## config.mk

```make
export PLATFORM = sky130hd
export DESIGN_NAME = ring_entry_offset_finder_core_flat
export DESIGN_NICKNAME = d
export VERILOG_FILES = /design/src/hw/rtl/rof_pkg.sv /design/src/hw/rtl/rof_ifs.sv /design/src/hw/rtl/ring_entry_offset_finder_core.sv /design/src/hw/rtl/rof_cell.sv /design/src/flat_wrapper.sv
export SDC_FILE = /design/constraint.sdc
export NUM_CORES = 2
export LEC_CHECK = 0
export BUFFER_PORTS_ARGS = -buffer_cell sky130_fd_sc_hd__buf_2
export CAP_MARGIN = 20
export CORE_AREA = 2 2 507 509
export CTS_BUF_LIST = sky130_fd_sc_hd__clkbuf_2 sky130_fd_sc_hd__clkbuf_4 sky130_fd_sc_hd__clkbuf_8
export CTS_CLUSTER_DIAMETER = 40
export DETAILED_ROUTE_END_ITERATION = 10
export DIE_AREA = 0 0 509 511
export HOLD_SLACK_MARGIN = 0.06
export MAX_ROUTING_LAYER = met4
export PLACE_DENSITY_LB_ADDON = 0.12
export SYNTH_ARGS = -nofsm -noshare
export SYNTH_HDL_FRONTEND = slang
export SYNTH_HIERARCHICAL = 1
export SYNTH_SLANG_ARGS = --single-unit
```

## constraint.sdc

```tcl
create_clock -name clk -period 30.8 [get_ports clk]
set_input_delay 1.54 -clock clk [delete_from_list [all_inputs] [get_ports clk]]
set_output_delay 1.54 -clock clk [all_outputs]
set_load 0.05 [all_outputs]
```

## src/hw/rtl/rof_pkg.sv

```systemverilog
// ----------------------------------------------------------------------------
// rof_pkg: shared types and constants
// Field widths of the record channels, action codes and the walk token type.
// ----------------------------------------------------------------------------
package rof_pkg;

  localparam int IN_HANDLE_BITS  = 32;
  localparam int IN_SIZE_BITS    = 16;
  localparam int OFF_BITS        = 20;
  localparam int OUT_HANDLE_BITS = 32;
  localparam int OUT_OFF_BITS    = 16;

  localparam logic ACT_ADD  = 1'b0;
  localparam logic ACT_FIND = 1'b1;

  // control part of the lookup token that walks the cell row
  typedef struct packed {
    logic valid;
    logic hit;
  } rof_tok_ctl_t;

endpackage

```

## src/hw/rtl/rof_ifs.sv

```systemverilog
// ----------------------------------------------------------------------------
// rof channel interfaces
// Valid/ready channels for request beats and result beats.
// ----------------------------------------------------------------------------
interface rof_in_if;
  import rof_pkg::*;
  logic                      valid;
  logic                      ready;
  logic                      action;
  logic [IN_HANDLE_BITS-1:0] entry_handle;
  logic [IN_SIZE_BITS-1:0]   entry_size;
  logic [OFF_BITS-1:0]       text_pos;

  modport source (output valid, action, entry_handle, entry_size, text_pos,
                  input ready);
  modport sink   (input valid, action, entry_handle, entry_size, text_pos,
                  output ready);
endinterface

interface rof_out_if;
  import rof_pkg::*;
  logic                       valid;
  logic                       ready;
  logic                       found;
  logic                       evicted_valid;
  logic [OUT_HANDLE_BITS-1:0] result_handle;
  logic [OUT_OFF_BITS-1:0]    byte_offset;

  modport source (output valid, found, evicted_valid, result_handle, byte_offset,
                  input ready);
  modport sink   (input valid, found, evicted_valid, result_handle, byte_offset,
                  output ready);
endinterface

```

## src/hw/rtl/ring_entry_offset_finder_core.sv

```systemverilog
// ----------------------------------------------------------------------------
// ring_entry_offset_finder_core: overwriting record ring with offset lookup
// Records sit in a row of cells ordered by age, newest in cell 0. An add
// shifts the row and returns the record pushed out of the last cell once the
// row is full. A find launches a token at the oldest end that steps one cell
// per clock toward the newest, subtracting record sizes until it lands.
// ----------------------------------------------------------------------------
// An add's result beat is registered and is shown in the cycle after the accept;
// the next beat is taken once that result is consumed. A find walks the lookup
// token one cell of the row per clock through all ENTRIES cells, then the result
// register is loaded; no new beat is taken during the walk.
// Results wait in an output register, so a new beat is taken in the cycle
// the previous result is consumed.
module ring_entry_offset_finder_core #(
  parameter int ENTRIES     = 16,
  parameter int HANDLE_BITS = 32,
  parameter int SIZE_BITS   = 16
) (
  input  logic     clk,
  input  logic     rst_n,
  rof_in_if.sink   in_ch,
  rof_out_if.source out_ch
);
  import rof_pkg::*;

  localparam int REM_BITS = (OFF_BITS > SIZE_BITS) ? OFF_BITS : SIZE_BITS;

  logic                   cell_v [ENTRIES];
  logic [HANDLE_BITS-1:0] cell_h [ENTRIES];
  logic [SIZE_BITS-1:0]   cell_s [ENTRIES];

  rof_tok_ctl_t           tok_ctl_r [ENTRIES];
  logic [REM_BITS-1:0]    tok_rem_r [ENTRIES];
  logic [HANDLE_BITS-1:0] tok_hnd_r [ENTRIES];
  rof_tok_ctl_t           tok_ctl_o [ENTRIES];
  logic [REM_BITS-1:0]    tok_rem_o [ENTRIES];
  logic [HANDLE_BITS-1:0] tok_hnd_o [ENTRIES];

  logic                   busy_r;
  logic                   out_valid_r;
  logic                   found_r;
  logic                   evict_r;
  logic [OUT_HANDLE_BITS-1:0] hnd_r;
  logic [OUT_OFF_BITS-1:0]    off_r;

  logic in_ready;
  logic accept;
  logic do_add;
  logic do_find;
  logic walk_done;

  assign in_ready  = !busy_r && (!out_valid_r || out_ch.ready);
  assign accept    = in_ch.valid && in_ready;
  assign do_add    = accept && (in_ch.action == ACT_ADD);
  assign do_find   = accept && (in_ch.action == ACT_FIND);
  assign walk_done = tok_ctl_o[0].valid;

  genvar gi;
  generate
    for (gi = 0; gi < ENTRIES; gi++) begin : g_cell
      logic                   pv;
      logic [HANDLE_BITS-1:0] ph;
      logic [SIZE_BITS-1:0]   ps;

      if (gi == 0) begin : g_head
        assign pv = 1'b1;
        assign ph = HANDLE_BITS'(in_ch.entry_handle);
        assign ps = SIZE_BITS'(in_ch.entry_size);
      end else begin : g_body
        assign pv = cell_v[gi-1];
        assign ph = cell_h[gi-1];
        assign ps = cell_s[gi-1];
      end

      rof_cell #(
        .HANDLE_BITS (HANDLE_BITS),
        .SIZE_BITS   (SIZE_BITS),
        .REM_BITS    (REM_BITS)
      ) u_cell (
        .clk         (clk),
        .rst_n       (rst_n),
        .shift_en    (do_add),
        .prev_v      (pv),
        .prev_h      (ph),
        .prev_s      (ps),
        .rec_v       (cell_v[gi]),
        .rec_h       (cell_h[gi]),
        .rec_s       (cell_s[gi]),
        .tok_ctl_in  (tok_ctl_r[gi]),
        .tok_rem_in  (tok_rem_r[gi]),
        .tok_hnd_in  (tok_hnd_r[gi]),
        .tok_ctl_out (tok_ctl_o[gi]),
        .tok_rem_out (tok_rem_o[gi]),
        .tok_hnd_out (tok_hnd_o[gi])
      );

      // token stage feeding this cell: launched at the oldest end, else
      // handed down from the older neighbor
      if (gi == ENTRIES-1) begin : g_launch
        always_ff @(posedge clk) begin
          if (!rst_n) begin
            tok_ctl_r[gi] <= '0;
          end else begin
            tok_ctl_r[gi].valid <= do_find;
            tok_ctl_r[gi].hit   <= 1'b0;
          end
        end
        always_ff @(posedge clk) begin
          tok_rem_r[gi] <= REM_BITS'(in_ch.text_pos);
          tok_hnd_r[gi] <= '0;
        end
      end else begin : g_pass
        always_ff @(posedge clk) begin
          if (!rst_n) begin
            tok_ctl_r[gi] <= '0;
          end else begin
            tok_ctl_r[gi] <= tok_ctl_o[gi+1];
          end
        end
        always_ff @(posedge clk) begin
          tok_rem_r[gi] <= tok_rem_o[gi+1];
          tok_hnd_r[gi] <= tok_hnd_o[gi+1];
        end
      end
    end
  endgenerate

  always_ff @(posedge clk) begin
    if (!rst_n) begin
      busy_r      <= 1'b0;
      out_valid_r <= 1'b0;
    end else begin
      if (do_find) begin
        busy_r <= 1'b1;
      end else if (walk_done) begin
        busy_r <= 1'b0;
      end
      if (do_add || walk_done) begin
        out_valid_r <= 1'b1;
      end else if (out_ch.ready) begin
        out_valid_r <= 1'b0;
      end
    end
  end

  always_ff @(posedge clk) begin
    if (do_add) begin
      // row full when the last cell holds a record; that record is pushed out
      found_r <= 1'b0;
      evict_r <= cell_v[ENTRIES-1];
      hnd_r   <= cell_v[ENTRIES-1] ? OUT_HANDLE_BITS'(cell_h[ENTRIES-1]) : '0;
      off_r   <= '0;
    end else if (walk_done) begin
      found_r <= tok_ctl_o[0].hit;
      evict_r <= 1'b0;
      hnd_r   <= tok_ctl_o[0].hit ? OUT_HANDLE_BITS'(tok_hnd_o[0]) : '0;
      off_r   <= tok_ctl_o[0].hit ? OUT_OFF_BITS'(tok_rem_o[0]) : '0;
    end
  end

  assign in_ch.ready          = in_ready;
  assign out_ch.valid         = out_valid_r;
  assign out_ch.found         = found_r;
  assign out_ch.evicted_valid = evict_r;
  assign out_ch.result_handle = hnd_r;
  assign out_ch.byte_offset   = off_r;

endmodule

```

## src/hw/rtl/rof_cell.sv

```systemverilog
// ----------------------------------------------------------------------------
// rof_cell: one record slot of the age-ordered row
// Holds one record, shifts it to the older neighbor on an add, and applies
// one step of the offset walk to the token passing through.
// ----------------------------------------------------------------------------
module rof_cell #(
  parameter int HANDLE_BITS = 32,
  parameter int SIZE_BITS   = 16,
  parameter int REM_BITS    = 20
) (
  input  logic                   clk,
  input  logic                   rst_n,
  input  logic                   shift_en,
  input  logic                   prev_v,
  input  logic [HANDLE_BITS-1:0] prev_h,
  input  logic [SIZE_BITS-1:0]   prev_s,
  output logic                   rec_v,
  output logic [HANDLE_BITS-1:0] rec_h,
  output logic [SIZE_BITS-1:0]   rec_s,
  input  rof_pkg::rof_tok_ctl_t  tok_ctl_in,
  input  logic [REM_BITS-1:0]    tok_rem_in,
  input  logic [HANDLE_BITS-1:0] tok_hnd_in,
  output rof_pkg::rof_tok_ctl_t  tok_ctl_out,
  output logic [REM_BITS-1:0]    tok_rem_out,
  output logic [HANDLE_BITS-1:0] tok_hnd_out
);
  import rof_pkg::*;

  logic                   v_r;
  logic [HANDLE_BITS-1:0] h_r;
  logic [SIZE_BITS-1:0]   s_r;
  logic [REM_BITS-1:0]    size_ext;
  logic                   probe;

  always_ff @(posedge clk) begin
    if (!rst_n) begin
      v_r <= 1'b0;
    end else if (shift_en) begin
      v_r <= prev_v;
    end
  end

  always_ff @(posedge clk) begin
    if (shift_en) begin
      h_r <= prev_h;
      s_r <= prev_s;
    end
  end

  assign rec_v = v_r;
  assign rec_h = h_r;
  assign rec_s = s_r;

  assign size_ext = REM_BITS'(s_r);
  assign probe    = tok_ctl_in.valid && !tok_ctl_in.hit && v_r;

  always_comb begin
    tok_ctl_out = tok_ctl_in;
    tok_rem_out = tok_rem_in;
    tok_hnd_out = tok_hnd_in;
    if (probe) begin
      if (tok_rem_in < size_ext) begin
        // remaining offset stays as the byte offset inside this record
        tok_ctl_out.hit = 1'b1;
        tok_hnd_out     = h_r;
      end else begin
        tok_rem_out = tok_rem_in - size_ext;
      end
    end
  end

endmodule

```

## src/flat_wrapper.sv

```systemverilog
// flat-port wrapper written by rule: the top's interface ports become plain ports
module ring_entry_offset_finder_core_flat import rof_pkg::*;
#(
  parameter int ENTRIES     = 16,
  parameter int HANDLE_BITS = 32,
  parameter int SIZE_BITS   = 16
)
  (clk, rst_n, in_ch_valid, in_ch_action, in_ch_entry_handle, in_ch_entry_size, in_ch_text_pos, in_ch_ready, out_ch_valid, out_ch_found, out_ch_evicted_valid, out_ch_result_handle, out_ch_byte_offset, out_ch_ready);
  rof_in_if in_ch_i ();
  rof_out_if out_ch_i ();
  input  logic clk;
  input  logic rst_n;
  input wire logic [$bits(in_ch_i.valid)-1:0] in_ch_valid;
  input wire logic [$bits(in_ch_i.action)-1:0] in_ch_action;
  input wire logic [$bits(in_ch_i.entry_handle)-1:0] in_ch_entry_handle;
  input wire logic [$bits(in_ch_i.entry_size)-1:0] in_ch_entry_size;
  input wire logic [$bits(in_ch_i.text_pos)-1:0] in_ch_text_pos;
  output wire logic [$bits(in_ch_i.ready)-1:0] in_ch_ready;
  output wire logic [$bits(out_ch_i.valid)-1:0] out_ch_valid;
  output wire logic [$bits(out_ch_i.found)-1:0] out_ch_found;
  output wire logic [$bits(out_ch_i.evicted_valid)-1:0] out_ch_evicted_valid;
  output wire logic [$bits(out_ch_i.result_handle)-1:0] out_ch_result_handle;
  output wire logic [$bits(out_ch_i.byte_offset)-1:0] out_ch_byte_offset;
  input wire logic [$bits(out_ch_i.ready)-1:0] out_ch_ready;
  assign in_ch_i.valid = in_ch_valid;
  assign in_ch_i.action = in_ch_action;
  assign in_ch_i.entry_handle = in_ch_entry_handle;
  assign in_ch_i.entry_size = in_ch_entry_size;
  assign in_ch_i.text_pos = in_ch_text_pos;
  assign in_ch_ready = in_ch_i.ready;
  assign out_ch_valid = out_ch_i.valid;
  assign out_ch_found = out_ch_i.found;
  assign out_ch_evicted_valid = out_ch_i.evicted_valid;
  assign out_ch_result_handle = out_ch_i.result_handle;
  assign out_ch_byte_offset = out_ch_i.byte_offset;
  assign out_ch_i.ready = out_ch_ready;
  ring_entry_offset_finder_core #(.ENTRIES(ENTRIES), .HANDLE_BITS(HANDLE_BITS), .SIZE_BITS(SIZE_BITS)) u_core (.clk(clk), .rst_n(rst_n), .in_ch(in_ch_i), .out_ch(out_ch_i));
endmodule
```

Word level (Yosys, flattened, before mapping)

Memories as Yosys holds them, arrays and structs flattened.
Cells that the tools add are included.

Logic and storage cells: 291
Register bits after elaboration: 836
Memories kept: 3
Memory bits (writable): 864
Output and inout bits: 52
Input bits: 73

Bitwise logic cells: 18
Multiplexer cells: 125
Add/sub/neg operators: 16
Magnitude comparators: 16
Reductions and logical operators: 59

Memory list:

| memory           | words | width | read ports | clocked after Yosys merged registers in | write ports | line                                | RTL |
|---|---|---|---|---|---|---|---|
| u_core.tok_hnd_r | 16    | 32    | 16         | 0                                       | 16          | ring_entry_offset_finder_core.sv:34 | `logic [HANDLE_BITS-1:0] tok_hnd_r [ENTRIES];` |
| u_core.tok_rem_r | 16    | 20    | 16         | 0                                       | 16          | ring_entry_offset_finder_core.sv:33 | `logic [REM_BITS-1:0] tok_rem_r [ENTRIES];` |
| u_core.tok_ctl_r | 16    | 2     | 16         | 0                                       | 16          | ring_entry_offset_finder_core.sv:32 | `rof_tok_ctl_t tok_ctl_r [ENTRIES];` |

Operators with widths:

| kind                                            | count |
|---|---|
| 32-bit 2-to-1 mux                               | 36 |
| 20-bit 2-to-1 mux                               | 30 |
| 20-bit by 16-bit < comparator with 1-bit output | 16 |
| 20-bit by 16-bit subtractor with 20-bit output  | 15 |
| 16-bit 2-to-1 mux                               | 3 |
| 1-bit 2-to-1 mux                                | 41 |
| 1-bit logical AND                               | 36 |
| 2-bit 2-to-1 mux                                | 15 |
| 1-bit logical NOT                               | 18 |
| 1-bit OR                                        | 17 |
| 16-bit subtractor                               | 1 |
| 2-bit nonzero test                              | 3 |
| 1-bit logical OR                                | 2 |
| 1-bit inverter                                  | 1 |

Depth between registers and ports, before layout

An unclocked memory read counts as a cell.

Word-level depth: 8
Gate-level depth with buffers: 16
Gate-level depth less buffers: 13

Hierarchy

Netlist, hierarchy kept.

By module, submodules not included:

| module                                  | instances | area an instance (um2) | sequential area each (um2) | cells each |
|---|---|---|---|---|
| rof_cell (u_core.g_cell[2].u_cell ...)  | 8         | 3,022.9                | 1,461.4                    | 269 |
| ring_entry_offset_finder_core           | 1         | 18,899.4               | 18,007.3                   | 1,010 |
| rof_cell (u_core.g_cell[0].u_cell ...)  | 4         | 3,243.1                | 1,461.4                    | 249 |
| rof_cell (u_core.g_cell[13].u_cell ...) | 4         | 3,067.9                | 1,461.4                    | 272 |

Worst setup path after synthesis

OpenSTA, ideal clock, no wires.

Path kind: input to register
From: input port out_ch_ready
To: register u_core.g_cell[0].u_cell.v_r
Arrival: 24.762 ns
Buffers on the path: 1
Path slack: 5.908 ns
Cell stages on the path: 5
Library setup time: 0.131 ns
Required time: 30.669 ns
Cells stage by stage: nor2b_4 nor3_1 clkbuf_1 mux2i_1 nor2b_1

Longest elaborated chain between the ends: 4

Ends and longest elaborated chain:

| element                 | line                                | RTL |
|---|---|---|
| start, declared         | flat_wrapper.sv:24                  | `input wire logic [$bits(out_ch_i.ready)-1:0] out_ch_ready;` |
| 1-bit logical OR        | ring_entry_offset_finder_core.sv:52 | `assign in_ready = !busy_r && (!out_valid_r \|\| out_ch.ready);` |
| 1-bit logical AND       | ring_entry_offset_finder_core.sv:52 |  |
| 1-bit logical AND       | ring_entry_offset_finder_core.sv:53 | `assign accept = in_ch.valid && in_ready;` |
| 1-bit logical AND       | ring_entry_offset_finder_core.sv:54 | `assign do_add = accept && (in_ch.action == ACT_ADD);` |
| named net u_core.do_add | ring_entry_offset_finder_core.sv:48 | `logic do_add;` |
| end signal, assigned    | rof_cell.sv:39                      | `v_r <= prev_v;` |
| end, declared           | rof_cell.sv:29                      | `logic v_r;` |

The timed path passes the listed nets, and every way through them passes these cells.
A chain may end at the register's enable or synchronous reset.

==> impl_results.md <==
- Status: finished clean
- Clock transition at path regs: around 60 ps
- Reg2reg setup slack: 26630 ps
- Worst hold stages: 0
- Fin. max-slew vios: 0
- Max-cap viol count: 0
- F_max: 240.1 MHz
- Starting Density: a little over a quarter
- Fin crit period: 4165 ps
- Share of cells above drive strength 1: 24.35%
- Post-DRT Antenna Nets: 0
- Clock skew: about 81 ps
- Tot GR Track Use: 13.10%
- Reg2reg path depth: 12
- Total CTS buffers: 333
- Final nets: 5936
- Detailed Route WL: around 170000 um
- Fin. Hold Viols: 0
- Mean routed wirelength per cell: 18.16 um
- # setup viols final: 0
- # fillers: 25570
- Via count: 40060
- Worst endpoint required time: 31650 ps
- Crit-path cells: ha_1 > fa_1 > and2b_1 > o2111ai_1 > and2_4 > o21a_4 > o21ai_2 > nor2_4 > buf_4 > or2_2 > o31a_2 > a22o_2
- Initial antenna violation count: 8
- Setup_tns: 0 ps
- Via/cell ratio: 4.335
- Area of the multi-input gates: 24660 sq um
- Routed wl met3: 6050 um
- R2r endpoint: u_core/out_ch.result_handle[21]
- Routed length on met2: around 77000 um
- Cells resized by post-CTS repair: 0
- Placed insts: around 8600
- Clk buf depth: 4
- Fin util: 31.22%
- Yosys warns: 6
- Area grow syn2layout: 16.88%
- Site Rows: 186
- Sink Count: approximately 1700
- CTS Hold Bufs: 0
- RSZ-0062 raised after global routing: false
- Post-detail-place hpwl: between 100000 and 150000 um
- Worst-margin pin slew: 1080 ps
- Worst rel slew slack: 27.97%
- CP max-delay cell: o31a_2
- Setup Slack @ Placement: 25500 ps
- Critical Path Start Type: flop
- Vias in the first global route: 41380
- Post-Syn Instances: 5230
- Chip height: just over 500 um
- Postcts setup bufs: 0
- Setup CP Type: flop to flop
- PortBufs: around 120
- Hold_sp: u_core/g_cell[9].u_cell/rec_h[3]
- Routed metal-1 wire length: 80360 um
- Die area: ~260000 sq um
- WP buf/inv: 1
- PD cells: between 60 and 70 nW/um^2
- Clock root buffer: clkbuf_8
- Placer Congestion: 0.7861
- DRC Markers: 0
- Fin cells: 9241
- Post-route setup slack: roughly 27000 ps
- Core box area: 255300 sq um
- Worst hold path type: flop to flop
- CP Capture Type: flop
- First-pass GRT wire length: 256600 um
- Peak VDD IR: 44.90 uV
- Avg Cell Area, Syn: about 13 sq um
- Total grt overflow: 0
- Clk Latency, worst-skew pair: 1020 ps
- Reg area: 41390 sq um
- Family with the most delay on the worst path: compound AO/OA/AOI/OAI gates
- Synthesized cell area: between 60000 and 70000 sq um
- Hold Path Sink: u_core/g_cell[10].u_cell/rec_h[3]
- Worst r2r src: u_core/g_cell[0].u_cell/rec_s[0]
- # H-tree levels: 5
- Top sig layer: met4
- CTS tree: built
- I/O pins: 125
- Largest net degree at the start of global routing: 180
- Slowest stage delay, CP: about 890 ps
- DR pass1 iterations: 5
- Period utilisation layout: 13.52%
- Arrival time worst endpoint: 5010 ps
- Die width: 509 um
- Worst-path maximum fanout: 33
- Iter 0 DRT Violations: a little under 2000
- Leak: around 31 nW
- WHS: approximately 400 ps
[routing by layer]
| layer | vias up | track usage [%] |
|---|---|---|
| li1 | 19720 | - |
| met1 | 19290 | 17.32 |
| met2 | 710 | 20.13 |
| met3 | 341 | 2.364 |
| met4 | 0 | 4.375 |
| met5 | - | - |
[worst max-delay path by stage]
stage          slack (ps)                              from  cells past startpoint                         endpoint
2_1_floorplan        5910                      out_ch_ready                      5    u_core/g_cell[0].u_cell/rec_v
3_3_place_gp        25510                      out_ch_ready                      8    u_core/g_cell[8].u_cell/rec_v
3_5_place_dp        25500                      out_ch_ready                      8    u_core/g_cell[9].u_cell/rec_v
4_1_cts             26540  u_core/g_cell[0].u_cell/rec_s[0]                     12  u_core/out_ch.result_handle[26]
5_1_grt             26360  u_core/g_cell[0].u_cell/rec_s[0]                     12  u_core/out_ch.result_handle[22]
6_report            26630  u_core/g_cell[0].u_cell/rec_s[0]                     12  u_core/out_ch.result_handle[21]
[area by class of cell]
cell class / instances / area share [%]
Antenna cell: 6 / 0.01884
Clock buffer: 501 / 7.747
Clock inverter: 94 / 1.395
Inverter: 298 / 1.403
Multi-Input combinational cell: 3124 / 30.93
Sequential cell: 1667 / 51.92
Tap cell: 3384 / 5.311
Timing Repair Buffer: 167 / 1.268
[metrics by stage]
step	power (W)	instance area, sq um
after global routing	0.005564	79720
after CTS	0.005415	79660
final	0.005310	79720
after global placement	0.002918	72340
after detailed placement	0.002914	72370
after floorplan	0.002857	68330
[state kept, by name, summed over array words and instances, names as in the netlist, 16 cells and up]
name                         count
u_core/g_cell.u_cell/rec_s     256
u_core/g_cell.u_cell/rec_v      16
u_core/tok_hnd_r               480
u_core/out_ch.byte_offset       16
u_core/tok_rem_r               320
u_core/tok_ctl_r                31
u_core/out_ch.result_handle     32
u_core/g_cell.u_cell/rec_h     512
[cells in the final DEF (no fill, tap or decap), types with 28 or more instances in the layout]
cell	n
dfxtp_1	866
edfxtp_1	801
mux2_2	388
clkbuf_8	386
nand2_1	363
inv_1	297
o21ai_0	279
a21oi_1	257
ha_1	256
mux2_4	148
xnor2_1	144
nor2_1	143
buf_2	124
clkbuf_4	115
xor2_1	109
nor2b_1	68
nand3_1	55
nor3_1	52
and2_1	51
and3_1	47
a21o_1	44
a31oi_1	44
mux2_1	44
buf_4	37
nand4_1	36
nand2b_1	35
conb_1	35
clkinv_2	34
o31ai_1	32
or2_2	29
o211ai_1	28
[worst register-to-register path, stage by stage, from the launching register on]
cell	delay, ps
edfxtp_1	350
ha_1	190
fa_1	220
and2b_1	210
o2111ai_1	250
and2_4	220
o21a_4	170
o21ai_2	80
nor2_4	70
buf_4	720
or2_2	360
o31a_2	890
a22o_2	280
[where the power goes]
part	total [W]	internal, W	switching, W
Sequential	0.00249	0.00244	0.0000573
Combinational	0.000375	0.000156	0.000219
Clock	0.00244	0.00148	0.000965
Total	0.00531	0.00407	0.00124
No activity file was read; power rests on OpenSTA's default activity.
